--- config.mk ---
export PLATFORM = sky130hd
export DESIGN_NAME = ssrq_cell
export DESIGN_NICKNAME = d
export VERILOG_FILES = /design/src/rtl/assert_macros.svh /design/src/rtl/ssrq_pkg.sv /design/src/rtl/ssrq_cell.sv
export SDC_FILE = /design/constraint.sdc
export NUM_CORES = 2
export LEC_CHECK = 0
export BUFFER_PORTS_ARGS = -buffer_cell sky130_fd_sc_hd__buf_4
export CAP_MARGIN = 20
export CORE_AREA = 2 2 509 511
export CTS_CLUSTER_SIZE = 30
export DETAILED_ROUTE_END_ITERATION = 8
export DIE_AREA = 0 0 511 513
export HOLD_SLACK_MARGIN = 0.1
export PLACE_DENSITY_LB_ADDON = 0.3
export SYNTH_ARGS = -nofsm -noshare
export SYNTH_HDL_FRONTEND = slang
export SYNTH_SLANG_ARGS = --single-unit
--- constraint.sdc ---
create_clock -name clk -period 10.55 [get_ports clk]
set_input_delay 1.055 -clock clk [delete_from_list [all_inputs] [get_ports clk]]
set_output_delay 1.055 -clock clk [all_outputs]
set_load 0.005 [all_outputs]
--- src/rtl/assert_macros.svh ---
// Assertion helpers
`ifndef ASSERT_MACROS_SVH
`define ASSERT_MACROS_SVH
`define ASSERT_IMPL(lbl, clk, rst, a, c) \
  lbl: assert property (@(posedge clk) disable iff (rst) (a) |-> (c)) else $error("lbl");
`define ASSERT_NEXT(lbl, clk, rst, a, c) \
  lbl: assert property (@(posedge clk) disable iff (rst) (a) |=> (c)) else $error("lbl");
`endif

--- src/rtl/ssrq_pkg.sv ---
// ----------------------------------------------------------------------------
// ssrq_pkg
// Types and constants for the sorted radius query block.
// ----------------------------------------------------------------------------
package ssrq_pkg;
  localparam logic [1:0] CMD_LOAD  = 2'd0;
  localparam logic [1:0] CMD_QUERY = 2'd1;
  localparam logic [1:0] CMD_CLEAR = 2'd2;

  localparam logic [1:0] REG_NX = 2'd0;
  localparam logic [1:0] REG_NY = 2'd1;
  localparam logic [1:0] REG_NZ = 2'd2;
  localparam logic [1:0] REG_RAD = 2'd3;

  localparam int PW = 48;

  typedef enum logic [2:0] {
    ST_IDLE, ST_PROJ, ST_SUM, ST_LOAD, ST_QSCAN, ST_QEMIT
  } state_t;

  typedef struct packed {
    logic signed [23:0] x;
    logic signed [23:0] y;
    logic signed [23:0] z;
    logic signed [PW-1:0] p;
    logic [5:0] idx;
  } slot_t;

  // broadcast from control to the cells
  typedef struct packed {
    logic ins;
    logic shift;
    logic signed [PW-1:0] lo;
    logic signed [PW-1:0] hi;
    logic [48:0] r2;
  } cell_ctl_t;
endpackage

--- src/rtl/ssrq_cell.sv ---
// ----------------------------------------------------------------------------
// ssrq_cell
// One slot of the sorted chain: insert/shift on load, range and distance
// test on query.
// ----------------------------------------------------------------------------
module ssrq_cell (
  input  logic clk,
  input  ssrq_pkg::cell_ctl_t ctl,
  input  ssrq_pkg::slot_t new_slot,
  input  ssrq_pkg::slot_t prev_slot,
  input  logic prev_gt,
  input  logic occ,
  output ssrq_pkg::slot_t slot,
  output logic gt,
  output logic hit
);
  import ssrq_pkg::*;
  logic signed [24:0] dx, dy, dz;
  logic [49:0] sx, sy, sz;
  logic [51:0] d2;
  logic inr;
  logic hit_r;

  // gt: stored projection is above the new one (new item goes before)
  assign gt = occ && (slot.p > new_slot.p);

  always_ff @(posedge clk) begin
    if ((ctl.shift && gt) || (ctl.ins && !occ)) begin
      slot <= prev_gt ? prev_slot : new_slot;
    end
  end

  assign dx = 25'(slot.x) - 25'(new_slot.x);
  assign dy = 25'(slot.y) - 25'(new_slot.y);
  assign dz = 25'(slot.z) - 25'(new_slot.z);
  assign inr = (slot.p >= ctl.lo) && (slot.p < ctl.hi);

  always_ff @(posedge clk) begin
    sx <= 50'(dx) * 50'(dx);
    sy <= 50'(dy) * 50'(dy);
    sz <= 50'(dz) * 50'(dz);
    hit_r <= occ && inr;
  end

  assign d2 = 52'(sx) + 52'(sy) + 52'(sz);
  assign hit = hit_r && (d2 < 52'(ctl.r2));
endmodule

Word level (Yosys, flattened, before mapping)
Index checks and enable logic that the tools add are counted.

storage, ports and cells
  bits in registers = 277
  input bits = 402

operators by class
  reductions and logical operators = 8
  magnitude comparators = 4
  $mul = 3
  muxes and demuxes = 1
  add/subtract/negate cells = 5

operator list
  operator                                         count
  25-bit by 25-bit multiplier with 50-bit output   3
  126-bit 2-to-1 mux                               1
  24-bit by 24-bit subtractor with 25-bit output   3
  51-bit by 50-bit adder with 52-bit output        1
  52-bit by 49-bit < comparator with 1-bit output  1
  50-bit by 50-bit adder with 51-bit output        1
  48-bit greater-or-equal comparator               1
  48-bit greater-than comparator                   1
  48-bit < comparator                              1
  1-bit logical AND                                6
  1-bit zero test                                  1
  1-bit logical OR                                 1

Longest topological paths before layout
  word-level depth = 4
  gate-level depth with buffers = 42
  gate-level depth less buffers = 41

Worst setup path after synthesis
No wires, ideal clock.

  path kind = input -> register
  from = input port new_slot[78] (netlist name)
  to = register sy[49]
  slack = 442 ps
  arrival = 9987 ps
  stages = 40
  buffers on the path = 4
  required time = 10430 ps
  cell sequence = ha_1 inv_1 fa_1 a21o_1 a21oi_1 o21ai_1 a31oi_1 o22ai_1 o41a_1 o21ai_1 nand2b_1 a31o_1 buf_2 inv_2 buf_2 buf_1 nor2_1 fa_1 (+4 left out) inv_1 fa_1 fa_1 inv_1 fa_1 inv_1 ha_1 clkbuf_1 a21o_1 a2111oi_0 o311ai_0 a21oi_1 o31a_1 nor2_1 a41oi_1 o21ai_0 a21oi_1 xnor2_1

between the ends
  cells in the longest elaborated chain, start to end = 2

ends and longest elaborated chain
  what                                            line             text
  start: declaration                              ssrq_cell.sv:9   input ssrq_pkg::slot_t new_slot,
  24-bit by 24-bit subtractor with 25-bit output  ssrq_cell.sv:34  assign dy = 25'(slot.y) - 25'(new_slot.y);
  25-bit by 25-bit multiplier with 50-bit output  ssrq_cell.sv:40  sy <= 50'(dy) * 50'(dy);
  end signal: assignment                          ssrq_cell.sv:40
  end: declaration                                ssrq_cell.sv:19  logic [49:0] sx, sy, sz;

Every way passes these cells.
A chain may end at the register's enable or synchronous reset.

Final worst setup path
  from = register slot[102] (netlist name)
  to = register sx[46]

between the ends
  cells in the longest elaborated chain, start to end = 2

ends and longest elaborated chain
  what                                            line             text
  start: declaration                              ssrq_cell.sv:13  output ssrq_pkg::slot_t slot,
  start signal: assignment                        ssrq_cell.sv:29  slot <= prev_gt ? prev_slot : new_slot;
  24-bit by 24-bit subtractor with 25-bit output  ssrq_cell.sv:33  assign dx = 25'(slot.x) - 25'(new_slot.x);
  25-bit by 25-bit multiplier with 50-bit output  ssrq_cell.sv:39  sx <= 50'(dx) * 50'(dx);
  end signal: assignment                          ssrq_cell.sv:39
  end: declaration                                ssrq_cell.sv:19

Every way passes these cells.

==> results_dict.tcl <==
set metrics [dict create \
    fp-row-count 186 \
    portBuffers 529 \
    drv_cap 0 \
    yosysWarningCount 0 \
    path_common_cell "fa_1" \
    wl_met1_um 106000 \
    numCtsBuffers 41 \
    async_flop_share_pct 0 \
    overflow 0 \
    ctsLongestPathBuffers 3 \
    worst_pin_slew_ps 1010 \
    drv_slew 0 \
    setup_ws_ps 489 \
    final_common_cell "inv_1" \
    initial_core_util_pct 30.9 \
    vias_per_cell 4.71 \
    setup.worst_path.start_class "flip-flop" \
    r2r_end "sx[46]$_DFF_P_" \
    hold_class "input pin to flip-flop" \
    status "completed" \
    synth_top_cell_by_area "fa_1" \
    yosysSeqAreaShare_pct 8.52 \
    reg2reg_slack_ps 490 \
    drc 0 \
    synth_top_area_share_pct 47.4 \
    clkSinkCount 274 \
    grt_antenna_before_repair 32 \
    clk_latency_ps 700 \
    finalCritPeriodShare_pct 95.4 \
    die-area_um2 262000 \
    grt_pass1_vias 67700 \
    crit_end "sx[46]$_DFF_P_" \
    cts_tree "done" \
    synth_ff_type "dfxtp_1" \
    path_clk_slew_ps 60 \
    end_kind "flip-flop" \
    grt_pass1_wl_um 412000 \
    fin_worst_skew_ps 86.5 \
    grt_use_total_pct 20.7 \
    grt_max_degree 125 \
    dpl.hpwl_um 233000 \
    period_minus_slack_ps 10060 \
    timing.rr.start "slot[102]$_DFFE_PP_" \
    syn_area_um2 79200 \
    fmax_mhz 99.4 \
    crit_slowest_cell "fa_1" \
    num_vias 59500 \
    arrival_ps 10610 \
    die_h_um 513 \
    drt_pass1_iterations 5 \
    wire_per_inst_um 20.9 \
    htree_levels 2 \
    synth_area_per_cell_um2 9.50 \
    synthTopCellsByArea "fa_1 (47%), ha_1 (12%), inv_1 (10%)" \
    design.core.area_um2 256000 \
    finalSetupViolations 0 \
    slew_headroom_pct 32.8 \
    critPathMaxStageDelay_ps 580 \
    die_x_um 511 \
    root_buffer "clkbuf_16" \
    io_pins 530 \
    dp_slack_ps -373 \
    wl_um 264000 \
    cp_max_fo 8 \
    nets 12200 \
    wl_met3_um 15200 \
    final.fill_count 26000 \
    place_congestion 0.977 \
    most-common-layout-cells "inv_1 (2,205), fa_1 (1,875), buf_4 (1,012), nand2_1 (765), ha_1 (750)" \
    critPathLaunch "slot[102]$_DFFE_PP_" \
    ant_nets 0 \
    ys_ff_latch 274 \
    ys_types 86 \
    required_ps 11100 \
    routed.top_layer "met5" \
    drtIter0Drc 3418 \
    synthesis.instances 8338 \
    placed_area_um2 90700 \
    hold_viol_final 0 \
    drive_above_1_share_pct 12.6 \
    final_area_um2 92200 \
    synth_edf_count 126 \
    ff2ff_path_depth 39 \
    wl_met2_um 130000 \
    area_delta_synth_final_pct 16.4 \
    worstSetupPathType "flip-flop to flip-flop" \
]
how the worst min path moves through the flow:
stage,cells past startpoint,slack [ps],startpoint,to
2_1_floorplan,3,680,slot[78]$_DFFE_PP_,sy[0]$_DFF_P_
3_3_place_gp,4,1060,slot[53]$_DFFE_PP_,hit_r$_DFF_P_
3_5_place_dp,4,1080,slot[53]$_DFFE_PP_,hit_r$_DFF_P_
4_1_cts,3,570,prev_slot[14],slot[14]$_DFFE_PP_
5_1_grt,3,620,prev_slot[40],slot[40]$_DFFE_PP_
6_report,3,630,prev_slot[14],slot[14]$_DFFE_PP_
critical path: cells and delay by family, from the launching register on:
family          cells  cell delay, ps
simple gates        6            1220
xor+xnor            2             280
compound gates     13            2800
buf+inv             8             800
flops               1             400
fa+ha+maj          10            4400
cell usage after synthesis (14+ instances only):
library cell	instances
a221oi_1	14
nor2_1	567
nand3_1	53
xnor2_1	217
and2_1	40
edfxtp_1	126
clkbuf_1	155
nand4_1	50
inv_2	14
and3_1	24
o21bai_1	48
o21ai_1	16
inv_1	2205
a211oi_1	23
ha_1	750
a21oi_1	272
nor2b_1	48
o21ai_0	241
buf_1	22
nand2b_1	65
a31oi_1	22
nor3_1	40
o21a_1	36
a21o_1	209
nand2_1	765
o211ai_1	15
xor2_1	82
dfxtp_1	148
fa_1	1875
final cells by class:
cell class	count	area, um^2	share of cell area (%)
Multi-Input combinational cell	5642	63400	68.8
Inverter	2232	8380	9.08
Timing Repair Buffer	1031	7970	8.64
Sequential cell	274	6750	7.32
Tap cell	3384	4230	4.59
Clock buffer	51	1100	1.20
Clock inverter	24	313	0.339
Antenna cell	15	37.5	0.0407
layer usage:
metal / vias up / track usage [%]
met5: - / 0
met4: 26 / 8.87
met3: 477 / 3.60
met2: 1661 / 35.8
met1: 30400 / 25.2
li1: 26900 / -
cell families (layout without fill, tap and decap cells):
| family | after synthesis | in the layout | share of synthesized area, % |
|---|---|---|---|
| mux | 13 | 13 | 0.183 |
| simple gates | 1701 | 1701 | 9.15 |
| xor+xnor | 303 | 303 | 3.40 |
| other cells | 2 | 18 | 0.00948 |
| compound gates | 997 | 997 | 7.99 |
| flops | 274 | 274 | 8.52 |
| buf+inv | 2423 | 3338 | 11.5 |
| fa+ha+maj | 2625 | 2625 | 59.2 |
state kept, by name, summed over array words and instances (netlist names):
| signal | count |
|---|---|
| slot | 126 |
| sx | 49 |
| hit_r | 1 |
| sz | 49 |
| sy | 49 |
metrics by stage:
stage / util (%) / setup TNS [ps] / hold slack (ps) / instances
global placement: 35.4 / -753 / 1060 / 12600
CTS: 35.9 / 0 / 571 / 12600
finish: 36.0 / 0 / 632 / 12700
floorplan: - / 0 / 682 / 8339
global route: 36.0 / -7.06 / 619 / 12600
detailed placement: 35.4 / -2060 / 1080 / 12600
what timing repair did:
action / 4_1_cts / 5_1_grt
gates resized for setup: 0 / 11
hold buffers: 0 / 0
endpoints found under the setup margin: 0 / 22
buffers inserted: 0 / 6
Power is left out: the tool's default activity adds up to more than one toggle a clock period on the data nets, which glitch-free logic cannot reach.
